[config.mk]
export PLATFORM = sky130hd
export DESIGN_NAME = analog_keypad_press_classifier
export DESIGN_NICKNAME = d
export VERILOG_FILES = /design/src/design/akpc_pkg.sv /design/src/design/akpc_cfg.sv /design/src/design/akpc_judge.sv /design/src/design/analog_keypad_press_classifier.sv
export VERILOG_INCLUDE_DIRS = /design/src /design/src/design
export SDC_FILE = /design/constraint.sdc
export NUM_CORES = 1
export LEC_CHECK = 0
export ABC_AREA = 1
export ABC_CLOCK_PERIOD_IN_PS = 4700
export BUFFER_PORTS_ARGS = -buffer_cell sky130_fd_sc_hd__buf_2
export CORE_UTILIZATION = 50
export DETAILED_ROUTE_END_ITERATION = 10
export PLACE_DENSITY = 0.74
export SLEW_MARGIN = 20
export SYNTH_ARGS = -nofsm -noshare
export SYNTH_HDL_FRONTEND = slang
export SYNTH_SLANG_ARGS = --single-unit
export TNS_END_PERCENT = 5
[constraint.sdc]
create_clock -name clk -period 4.7 [get_ports clk]
set_input_delay 0.47 -clock clk [delete_from_list [all_inputs] [get_ports clk]]
set_output_delay 0.47 -clock clk [all_outputs]
set_load 0.02 [all_outputs]
[src/design/analog_keypad_press_classifier_macros.svh]
// Assertion macros shared by the keypad classifier RTL.
`ifndef ANALOG_KEYPAD_PRESS_CLASSIFIER_MACROS_SVH
`define ANALOG_KEYPAD_PRESS_CLASSIFIER_MACROS_SVH

// Same-cycle implication, checked out of reset.
`define AKPC_ASSERT_NOW(label, clk_sig, rstn_sig, ante, cons) \
    label: assert property (@(posedge clk_sig) disable iff (!rstn_sig) (ante) |-> (cons)) \
        else $error("keypad classifier check failed");

// Next-cycle implication, checked out of reset.
`define AKPC_ASSERT_NEXT(label, clk_sig, rstn_sig, ante, cons) \
    label: assert property (@(posedge clk_sig) disable iff (!rstn_sig) (ante) |=> (cons)) \
        else $error("keypad classifier check failed");

`endif

[src/design/akpc_pkg.sv]
// Types and constants of the keypad press classifier.
package akpc_pkg;

    localparam int ADDR_W = 5;
    localparam int CFG_W  = 16;

    typedef enum logic [2:0] {
        REG_DOWN   = 3'd0,
        REG_LEFT   = 3'd1,
        REG_UP     = 3'd2,
        REG_RIGHT  = 3'd3,
        REG_SELECT = 3'd4,
        REG_SHORT  = 3'd5,
        REG_LONG   = 3'd6,
        REG_GAP    = 3'd7
    } akpc_reg_t;

    typedef enum logic [2:0] {
        BTN_NONE   = 3'd0,
        BTN_DOWN   = 3'd1,
        BTN_LEFT   = 3'd2,
        BTN_UP     = 3'd3,
        BTN_RIGHT  = 3'd4,
        BTN_SELECT = 3'd5
    } akpc_key_t;

    typedef enum logic [1:0] {
        ACT_NONE    = 2'd0,
        ACT_PRESS   = 2'd1,
        ACT_LONG    = 2'd2,
        ACT_RELEASE = 2'd3
    } akpc_action_t;

    localparam logic [CFG_W-1:0] RST_DOWN   = 16'd9830;
    localparam logic [CFG_W-1:0] RST_LEFT   = 16'd26214;
    localparam logic [CFG_W-1:0] RST_UP     = 16'd45874;
    localparam logic [CFG_W-1:0] RST_RIGHT  = 16'd65535;
    localparam logic [CFG_W-1:0] RST_SELECT = 16'd0;
    localparam logic [CFG_W-1:0] RST_SHORT  = 16'd10;
    localparam logic [CFG_W-1:0] RST_LONG   = 16'd1000;
    localparam logic [CFG_W-1:0] RST_GAP    = 16'd25;

    typedef struct packed {
        logic [CFG_W-1:0] down_threshold;
        logic [CFG_W-1:0] left_threshold;
        logic [CFG_W-1:0] up_threshold;
        logic [CFG_W-1:0] right_threshold;
        logic [CFG_W-1:0] select_threshold;
        logic [CFG_W-1:0] short_press_ms;
        logic [CFG_W-1:0] long_press_ms;
        logic [CFG_W-1:0] inter_key_ms;
    } akpc_cfg_t;

    typedef struct packed {
        akpc_action_t event_action;
        akpc_key_t    event_key;
    } akpc_result_t;

endpackage

[src/design/akpc_cfg.sv]
// APB register file holding thresholds and timing settings.
module akpc_cfg
(
    input  logic                        clk,
    input  logic                        rst_n,
    input  logic                        psel,
    input  logic                        penable,
    input  logic                        pwrite,
    input  logic [akpc_pkg::ADDR_W-1:0] paddr,
    input  logic [31:0]                 pwdata,
    output logic [31:0]                 prdata,
    output logic                        pready,
    output akpc_pkg::akpc_cfg_t         cfg
);
    import akpc_pkg::*;

    akpc_cfg_t              cfg_reg;
    akpc_cfg_t              cfg_next;
    akpc_reg_t              index;
    logic                   wr_en;
    logic [CFG_W-1:0]       wdata;
    logic [CFG_W-1:0]       rdata;

    assign pready = 1'b1;
    assign index  = akpc_reg_t'(paddr[ADDR_W-1:2]);
    assign wr_en  = psel && penable && pwrite && pready;
    assign wdata  = pwdata[CFG_W-1:0];

    always_comb
    begin
        cfg_next = cfg_reg;
        if (wr_en)
        begin
            case (index)
                REG_DOWN:   cfg_next.down_threshold   = wdata;
                REG_LEFT:   cfg_next.left_threshold   = wdata;
                REG_UP:     cfg_next.up_threshold     = wdata;
                REG_RIGHT:  cfg_next.right_threshold  = wdata;
                REG_SELECT: cfg_next.select_threshold = wdata;
                REG_SHORT:  cfg_next.short_press_ms   = wdata;
                REG_LONG:   cfg_next.long_press_ms    = wdata;
                REG_GAP:    cfg_next.inter_key_ms     = wdata;
                default:    cfg_next = cfg_reg;
            endcase
        end
    end

    always_comb
    begin
        case (index)
            REG_DOWN:   rdata = cfg_reg.down_threshold;
            REG_LEFT:   rdata = cfg_reg.left_threshold;
            REG_UP:     rdata = cfg_reg.up_threshold;
            REG_RIGHT:  rdata = cfg_reg.right_threshold;
            REG_SELECT: rdata = cfg_reg.select_threshold;
            REG_SHORT:  rdata = cfg_reg.short_press_ms;
            REG_LONG:   rdata = cfg_reg.long_press_ms;
            REG_GAP:    rdata = cfg_reg.inter_key_ms;
            default:    rdata = '0;
        endcase
    end

    assign prdata = {{(32-CFG_W){1'b0}}, rdata};
    assign cfg    = cfg_reg;

    always_ff @(posedge clk or negedge rst_n)
    begin
        if (!rst_n)
        begin
            cfg_reg.down_threshold   <= RST_DOWN;
            cfg_reg.left_threshold   <= RST_LEFT;
            cfg_reg.up_threshold     <= RST_UP;
            cfg_reg.right_threshold  <= RST_RIGHT;
            cfg_reg.select_threshold <= RST_SELECT;
            cfg_reg.short_press_ms   <= RST_SHORT;
            cfg_reg.long_press_ms    <= RST_LONG;
            cfg_reg.inter_key_ms     <= RST_GAP;
        end
        else
        begin
            cfg_reg <= cfg_next;
        end
    end

endmodule

[src/design/akpc_judge.sv]
// Per-sample key classification, timer advance and event decision.
module akpc_judge
#(
    parameter int TIMER_BITS  = 16,
    parameter int SAMPLE_BITS = 16
)
(
    input  logic [15:0]                  adc_sample,
    input  logic [9:0]                   elapsed_ms,
    input  akpc_pkg::akpc_cfg_t          cfg,
    input  akpc_pkg::akpc_key_t          held_key,
    input  akpc_pkg::akpc_action_t       held_action,
    input  logic [TIMER_BITS-1:0]        hold_ms,
    input  logic                         hold_running,
    input  logic [TIMER_BITS-1:0]        gap_ms,
    input  logic                         gap_running,
    output akpc_pkg::akpc_key_t          held_key_next,
    output akpc_pkg::akpc_action_t       held_action_next,
    output logic [TIMER_BITS-1:0]        hold_ms_next,
    output logic                         hold_running_next,
    output logic [TIMER_BITS-1:0]        gap_ms_next,
    output logic                         gap_running_next,
    output akpc_pkg::akpc_result_t       result
);
    import akpc_pkg::*;

    localparam int SUM_W = ((TIMER_BITS > 10) ? TIMER_BITS : 10) + 1;
    localparam int CMP_W = (TIMER_BITS > CFG_W) ? TIMER_BITS : CFG_W;
    localparam logic [15:0] SAMPLE_MASK = 16'((33'd1 << SAMPLE_BITS) - 33'd1);

    logic [15:0]           sample;
    akpc_key_t             key;
    logic [SUM_W-1:0]      hold_sum;
    logic [SUM_W-1:0]      gap_sum;
    logic [TIMER_BITS-1:0] hold_adv;
    logic [TIMER_BITS-1:0] gap_adv;
    logic                  lockout;

    assign sample = adc_sample & SAMPLE_MASK;

    // First threshold the sample lies below wins.
    always_comb
    begin
        if (sample < cfg.down_threshold)
            key = BTN_DOWN;
        else if (sample < cfg.left_threshold)
            key = BTN_LEFT;
        else if (sample < cfg.up_threshold)
            key = BTN_UP;
        else if (sample < cfg.right_threshold)
            key = BTN_RIGHT;
        else if (sample < cfg.select_threshold)
            key = BTN_SELECT;
        else
            key = BTN_NONE;
    end

    // Advance running timers, saturating at all ones.
    assign hold_sum = SUM_W'(hold_ms) + SUM_W'(elapsed_ms);
    assign gap_sum  = SUM_W'(gap_ms) + SUM_W'(elapsed_ms);

    always_comb
    begin
        hold_adv = hold_ms;
        gap_adv  = gap_ms;
        if (hold_running)
            hold_adv = (|hold_sum[SUM_W-1:TIMER_BITS]) ? '1 : hold_sum[TIMER_BITS-1:0];
        if (gap_running)
            gap_adv = (|gap_sum[SUM_W-1:TIMER_BITS]) ? '1 : gap_sum[TIMER_BITS-1:0];
    end

    always_comb
    begin
        held_key_next     = held_key;
        held_action_next  = held_action;
        hold_ms_next      = hold_adv;
        hold_running_next = hold_running;
        gap_ms_next       = gap_adv;
        gap_running_next  = gap_running;
        result.event_key    = BTN_NONE;
        result.event_action = ACT_NONE;
        lockout           = 1'b0;

        // Hold off new events until the gap expires, then clear the old key.
        if (held_action == ACT_RELEASE)
        begin
            if (CMP_W'(gap_adv) < CMP_W'(cfg.inter_key_ms))
            begin
                lockout = 1'b1;
            end
            else
            begin
                held_key_next    = BTN_NONE;
                held_action_next = ACT_NONE;
                gap_running_next = 1'b0;
                gap_ms_next      = '0;
            end
        end

        if (!lockout)
        begin
            if (key != held_key_next || key == BTN_NONE)
            begin
                hold_running_next = 1'b0;
                hold_ms_next      = '0;
                if (held_action_next != ACT_NONE)
                begin
                    result.event_key    = held_key_next;
                    result.event_action = ACT_RELEASE;
                    held_action_next    = ACT_RELEASE;
                    gap_running_next    = 1'b1;
                end
                else
                begin
                    hold_running_next = (key != BTN_NONE);
                    held_key_next     = key;
                end
            end
            else if (held_action_next == ACT_NONE &&
                     CMP_W'(hold_adv) >= CMP_W'(cfg.short_press_ms))
            begin
                held_action_next    = ACT_PRESS;
                result.event_key    = held_key_next;
                result.event_action = ACT_PRESS;
            end
            else if (held_action_next == ACT_PRESS &&
                     CMP_W'(hold_adv) >= CMP_W'(cfg.long_press_ms))
            begin
                held_action_next    = ACT_LONG;
                hold_running_next   = 1'b0;
                result.event_key    = held_key_next;
                result.event_action = ACT_LONG;
            end
        end
    end

endmodule

[src/design/analog_keypad_press_classifier.sv]
// An accepted sample waits in the input register until the result register is free;
// one sample per cycle while m_tready drains it. The key decision sits between the
// input and result registers; key state is committed in the same cycle as the result.
// s_tready stays high while the result register is free or being drained.
// Reset (rst_n low, asynchronous) clears key state, timers, both valid flags
// and restores the register defaults.
`include "analog_keypad_press_classifier_macros.svh"

module analog_keypad_press_classifier
#(
    parameter int TIMER_BITS  = 16,
    parameter int SAMPLE_BITS = 16
)
(
    input  logic                        clk,
    input  logic                        rst_n,
    input  logic                        psel,
    input  logic                        penable,
    input  logic                        pwrite,
    input  logic [akpc_pkg::ADDR_W-1:0] paddr,
    input  logic [31:0]                 pwdata,
    output logic [31:0]                 prdata,
    output logic                        pready,
    input  logic                        s_tvalid,
    output logic                        s_tready,
    input  logic [31:0]                 s_tdata,   // adc_sample[15:0], elapsed_ms[25:16]
    output logic                        m_tvalid,
    input  logic                        m_tready,
    output logic [7:0]                  m_tdata    // event_key[2:0], event_action[4:3]
);
    import akpc_pkg::*;

    akpc_cfg_t             cfg;

    logic                  in_valid_reg;
    logic                  in_valid_next;
    logic [15:0]           in_sample_reg;
    logic [9:0]            in_elapsed_reg;

    akpc_key_t             held_key_reg;
    akpc_key_t             held_key_next;
    akpc_action_t          held_action_reg;
    akpc_action_t          held_action_next;
    logic [TIMER_BITS-1:0] hold_ms_reg;
    logic [TIMER_BITS-1:0] hold_ms_next;
    logic                  hold_running_reg;
    logic                  hold_running_next;
    logic [TIMER_BITS-1:0] gap_ms_reg;
    logic [TIMER_BITS-1:0] gap_ms_next;
    logic                  gap_running_reg;
    logic                  gap_running_next;

    akpc_result_t          result;
    akpc_result_t          out_result_reg;
    logic                  out_valid_reg;
    logic                  out_valid_next;

    logic                  in_xfer;
    logic                  out_free;
    logic                  advance;

    akpc_cfg u_cfg
    (
        .clk     (clk),
        .rst_n   (rst_n),
        .psel    (psel),
        .penable (penable),
        .pwrite  (pwrite),
        .paddr   (paddr),
        .pwdata  (pwdata),
        .prdata  (prdata),
        .pready  (pready),
        .cfg     (cfg)
    );

    akpc_judge #(
        .TIMER_BITS  (TIMER_BITS),
        .SAMPLE_BITS (SAMPLE_BITS)
    ) u_judge (
        .adc_sample        (in_sample_reg),
        .elapsed_ms        (in_elapsed_reg),
        .cfg               (cfg),
        .held_key          (held_key_reg),
        .held_action       (held_action_reg),
        .hold_ms           (hold_ms_reg),
        .hold_running      (hold_running_reg),
        .gap_ms            (gap_ms_reg),
        .gap_running       (gap_running_reg),
        .held_key_next     (held_key_next),
        .held_action_next  (held_action_next),
        .hold_ms_next      (hold_ms_next),
        .hold_running_next (hold_running_next),
        .gap_ms_next       (gap_ms_next),
        .gap_running_next  (gap_running_next),
        .result            (result)
    );

    // Result slot frees when empty or drained this cycle.
    assign out_free  = !out_valid_reg || m_tready;
    assign advance   = in_valid_reg && out_free;
    assign s_tready  = !in_valid_reg || out_free;
    assign in_xfer   = s_tvalid && s_tready;

    assign in_valid_next  = in_xfer || (in_valid_reg && !advance);
    assign out_valid_next = advance || (out_valid_reg && !m_tready);

    assign m_tvalid = out_valid_reg;
    assign m_tdata  = {3'b000, out_result_reg.event_action, out_result_reg.event_key};

    always_ff @(posedge clk or negedge rst_n)
    begin
        if (!rst_n)
        begin
            in_valid_reg     <= 1'b0;
            out_valid_reg    <= 1'b0;
            held_key_reg     <= BTN_NONE;
            held_action_reg  <= ACT_NONE;
            hold_ms_reg      <= '0;
            hold_running_reg <= 1'b0;
            gap_ms_reg       <= '0;
            gap_running_reg  <= 1'b0;
        end
        else
        begin
            in_valid_reg  <= in_valid_next;
            out_valid_reg <= out_valid_next;
            // Commit key state only when the sample moves into the result slot.
            if (advance)
            begin
                held_key_reg     <= held_key_next;
                held_action_reg  <= held_action_next;
                hold_ms_reg      <= hold_ms_next;
                hold_running_reg <= hold_running_next;
                gap_ms_reg       <= gap_ms_next;
                gap_running_reg  <= gap_running_next;
            end
        end
    end

    always_ff @(posedge clk)
    begin
        if (in_xfer)
        begin
            in_sample_reg  <= s_tdata[15:0];
            in_elapsed_reg <= s_tdata[25:16];
        end
        if (advance)
        begin
            out_result_reg <= result;
        end
    end

    `AKPC_ASSERT_NOW(a_quiet_key_zero, clk, rst_n, out_valid_reg && out_result_reg.event_action == ACT_NONE, out_result_reg.event_key == BTN_NONE)
    `AKPC_ASSERT_NOW(a_long_stops_hold, clk, rst_n, held_action_reg == ACT_LONG, !hold_running_reg)
    `AKPC_ASSERT_NOW(a_gap_only_released, clk, rst_n, gap_running_reg, held_action_reg == ACT_RELEASE)
    `AKPC_ASSERT_NOW(a_hold_has_key, clk, rst_n, hold_running_reg, held_key_reg != BTN_NONE)
    `AKPC_ASSERT_NEXT(a_state_frozen, clk, rst_n, !advance, $stable(held_key_reg) && $stable(held_action_reg) && $stable(hold_ms_reg))

endmodule
==> reports/summary.json <==
{
  "outcome": {
    "outcome": "completed"
  },
  "logic_synthesis": {
    "synth_sequential_area_ratio": 0.408,
    "synth_ff_type": "dfrtp_1",
    "postSynth.asyncResetShare": 0.845,
    "ys.warnings.count": 0,
    "synth_area_per_cell_um2": 8.12,
    "yosys_register_bits": 200,
    "synth_enable_flop_cells": 31,
    "yosysUniqueCellTypes": 46,
    "post_synth_inst_count": 1578,
    "mappedNetlistArea_um2": 12800
  },
  "sta": {
    "timing.final.crit_period_ps": 4610,
    "fmax_ghz": 0.217,
    "finalSetupViolCount": 0,
    "rsz0062_at_grt": "true",
    "worst-slew-pin-transition_ps": 1040,
    "setup_skew_ps": 19.8,
    "layout_worst_path_cycle_share": 0.981,
    "timing.max_slew.rel_slack": 0.305,
    "hold_viol_final": 0,
    "drv_slew": 0,
    "hold_ws_ps": 110
  },
  "clock_tree": {
    "tritoncts.num_buffers": 17,
    "clk_latency_ps": 460,
    "clk_slew_on_worst_s_h_paths_ps": 90,
    "cts_max_path_buffers": 2,
    "clock_tree_from_tritoncts": "built",
    "cts_max_level": 4,
    "cts-root-buf": "clkbuf_16",
    "clk_sink_count": 200,
    "cts_hold_buf": 0
  },
  "pwr": {
    "power_switching_w": 0.00298,
    "p_comb_frac": 0.428,
    "cellPowerDensity_nw_per_um2": 481,
    "internal-power_w": 0.00410,
    "netSwitchingFraction": 0.421,
    "lkg_pwr_nw": 7.23,
    "p_total_w": 0.00708,
    "clockPowerShare": 0.231,
    "irDropWorstVdd_uv": 279,
    "share_seq_of_total_power": 0.341
  },
  "detailed_routing": {
    "initialDrtViolationCount": 999,
    "routedWlPerCell_um": 16.7,
    "postRouteAntennaNets": 0,
    "routed-via-count": 11000,
    "drt_wl_total_mm": 33.6,
    "drt_pre_antenna_iters": 7,
    "avgViaCountPerCell": 5.50,
    "remaining_drc_errors": 0
  },
  "grt": {
    "grt.total_usage": 0.262,
    "grt-ovfl-total": 0,
    "antenna_violations_before_repair": 3,
    "grt_pass1_wl_mm": 53.9,
    "grt_max_degree": 102,
    "grt_pass1_vias": 10800
  },
  "floorplanning": {
    "core_area_um2": 25200,
    "floorplan.rows": 58,
    "chipHeight_um": 162,
    "die-area_um2": 26300,
    "die_x_um": 162,
    "io_pins": 119,
    "floorplan.initialDensity": 0.509
  },
  "setup_path": {
    "timing.critical_path.required_ps": 4890,
    "critPathBufInv": 4,
    "worst_setup_path_end_kind": "flop",
    "critical_path.startpoint_type": "flop",
    "criticalPathCategory": "flop to flop",
    "critical_path_peak_fanout": 5,
    "cp_top_family": "compound AO/OA/AOI/OAI gates",
    "slowest_delay_ps": 440,
    "wp_data_arrival_ps": 4800,
    "critical-path-slowest-cell": "edfxtp_1"
  },
  "flow_run": {
    "cap_viol_max_count": 0
  },
  "cells_and_area": {
    "post_route_cells_drive_above_1_share": 0.178,
    "layout.nets": 1883,
    "final_util": 0.584,
    "syn2layout_area_growth_pct": 14.8,
    "final-instance-count-excl-fill": 2009,
    "largest_register_ffs": 128
  },
  "place": {
    "dpl.hpwl_mm": 24.5,
    "numPortBuffers": 74,
    "placed_cells_incl_taps": 1953,
    "globalplace.congestion": 0.883
  },
  "worst_hold_path": {
    "min_path_type": "input pin to asynchronous set/reset pin"
  }
}
repair_timing:
action | in CTS | in global routing
endpoints found under the setup margin | 5 | 44
cloned | 0 | 2
resized for setup | 4 | 85
pin swaps | 3 | 52
buffers inserted | 1 | 18
cell families (layout without fill, tap and decap cells):
logic type | after synthesis | count (layout) | synth area share
buf+inv | 315 | 393 | 0.0996
other cells | 2 | 23 | 0.000586
simple gates | 515 | 517 | 0.173
fa+ha+maj | 144 | 144 | 0.142
xor+xnor | 15 | 15 | 0.0103
flops | 200 | 200 | 0.408
compound gates | 387 | 387 | 0.167
final cells by class:
type	count	area (µm²)
antenna	3	7.51
clock buffer	17	425
clock inverter	15	238
fill	2195	10500
inverter	251	942
multi-input combinational	1083	6800
sequential	200	5220
tap	330	413
timing repair buffer	110	658
through the flow:
| step | setup WS, ps | setup TNS [ps] | instance area, µm² |
|---|---|---|---|
| finish | 89.1 | 0 | 14700 |
| global route | -171 | -2270 | 14700 |
| CTS | 2.47 | 0 | 14200 |
| detailed placement | -49.2 | -129 | 13500 |
| global placement | 69.6 | 0 | 13500 |
| floorplan | 596 | 0 | 12900 |
per-layer routing:
layer	share of wire	GRT usage	up-vias	wire length (µm)
li1	-	-	5410	-
met1	0.44	0.344	5270	14700
met2	0.48	0.440	312	16200
met3	0.054	0.0457	56	1800
met4	0.027	0.0785	0	894
met5	0	0	-	0
synth_stat cells, types with 2 or more instances:
| library cell | number | share of area |
|---|---|---|
| nand2_1 | 343 | 0.10 |
| inv_1 | 247 | 0.072 |
| o21ai_0 | 170 | 0.066 |
| ha_1 | 142 | 0.14 |
| dfrtp_1 | 119 | 0.23 |
| a21oi_1 | 110 | 0.043 |
| nor2_1 | 58 | 0.017 |
| o22ai_1 | 58 | 0.028 |
| nand3_1 | 51 | 0.020 |
| dfstp_2 | 50 | 0.10 |
| clkbuf_1 | 41 | 0.012 |
| edfxtp_1 | 31 | 0.073 |
| o211ai_1 | 21 | 0.012 |
| buf_4 | 20 | 0.012 |
| nor3_1 | 15 | 0.0059 |
| nand3_2 | 13 | 0.010 |
| nand2_2 | 12 | 0.0059 |
| nand4_1 | 12 | 0.0059 |
| xor2_1 | 12 | 0.0082 |
| o21bai_1 | 6 | 0.0035 |
| a211oi_1 | 5 | 0.0029 |
| inv_2 | 3 | 0.00088 |
| nand2_4 | 3 | 0.0026 |
| o2111ai_1 | 3 | 0.0021 |
| xnor2_1 | 3 | 0.0021 |
| a21o_1 | 2 | 0.0012 |
| buf_2 | 2 | 0.00078 |
| conb_1 | 2 | 0.00059 |
| fa_1 | 2 | 0.0031 |
| nand3b_1 | 2 | 0.0012 |
| nor2_4 | 2 | 0.0018 |
| o21a_1 | 2 | 0.0012 |
| o221ai_1 | 2 | 0.0014 |
| o31ai_1 | 2 | 0.0012 |
final timing paths:
kind / cells after the start / to / slack (ps) / from
max in group asynchronous: 2 / hold_ms_reg[11] / 3510 / rst_n
max reg2reg: 27 / m_tdata[2] / 90 / in_elapsed_reg[2]
max: 27 / m_tdata[2] / 90 / in_elapsed_reg[2]
min reg2reg: 2 / u_cfg.cfg[13] / 490 / u_cfg.cfg[13]
min in group clk: 1 / in_sample_reg[5] / 170 / s_tdata[5]
min: 1 / u_cfg.cfg[34] / 110 / rst_n
placed cells by master (no fill, tap or decap), drive strengths merged, types with 5 or more instances in the layout:
cell type / n
a211oi: 5
a21oi: 111
buf: 110
clkbuf: 17
clkinv: 5
conb: 20
dfrtp: 119
dfstp: 50
edfxtp: 31
ha: 142
inv: 261
nand2: 360
nand3: 64
nand4: 12
nor2: 61
nor3: 15
o211ai: 21
o21ai: 170
o21bai: 6
o22ai: 58
xor2: 12
power by group through the flow:
stage	Sequential, W	Clock [W]	Combinational [W]
after global placement	0.00242	0	0.00243
after detailed placement	0.00243	0	0.00254
after global routing	0.00246	0.00172	0.00342
final	0.00242	0.00163	0.00303
after floorplan	0.00236	0	0.00192
after CTS	0.00240	0.00165	0.00261
Note: power is estimated with default switching activity, not from simulation.
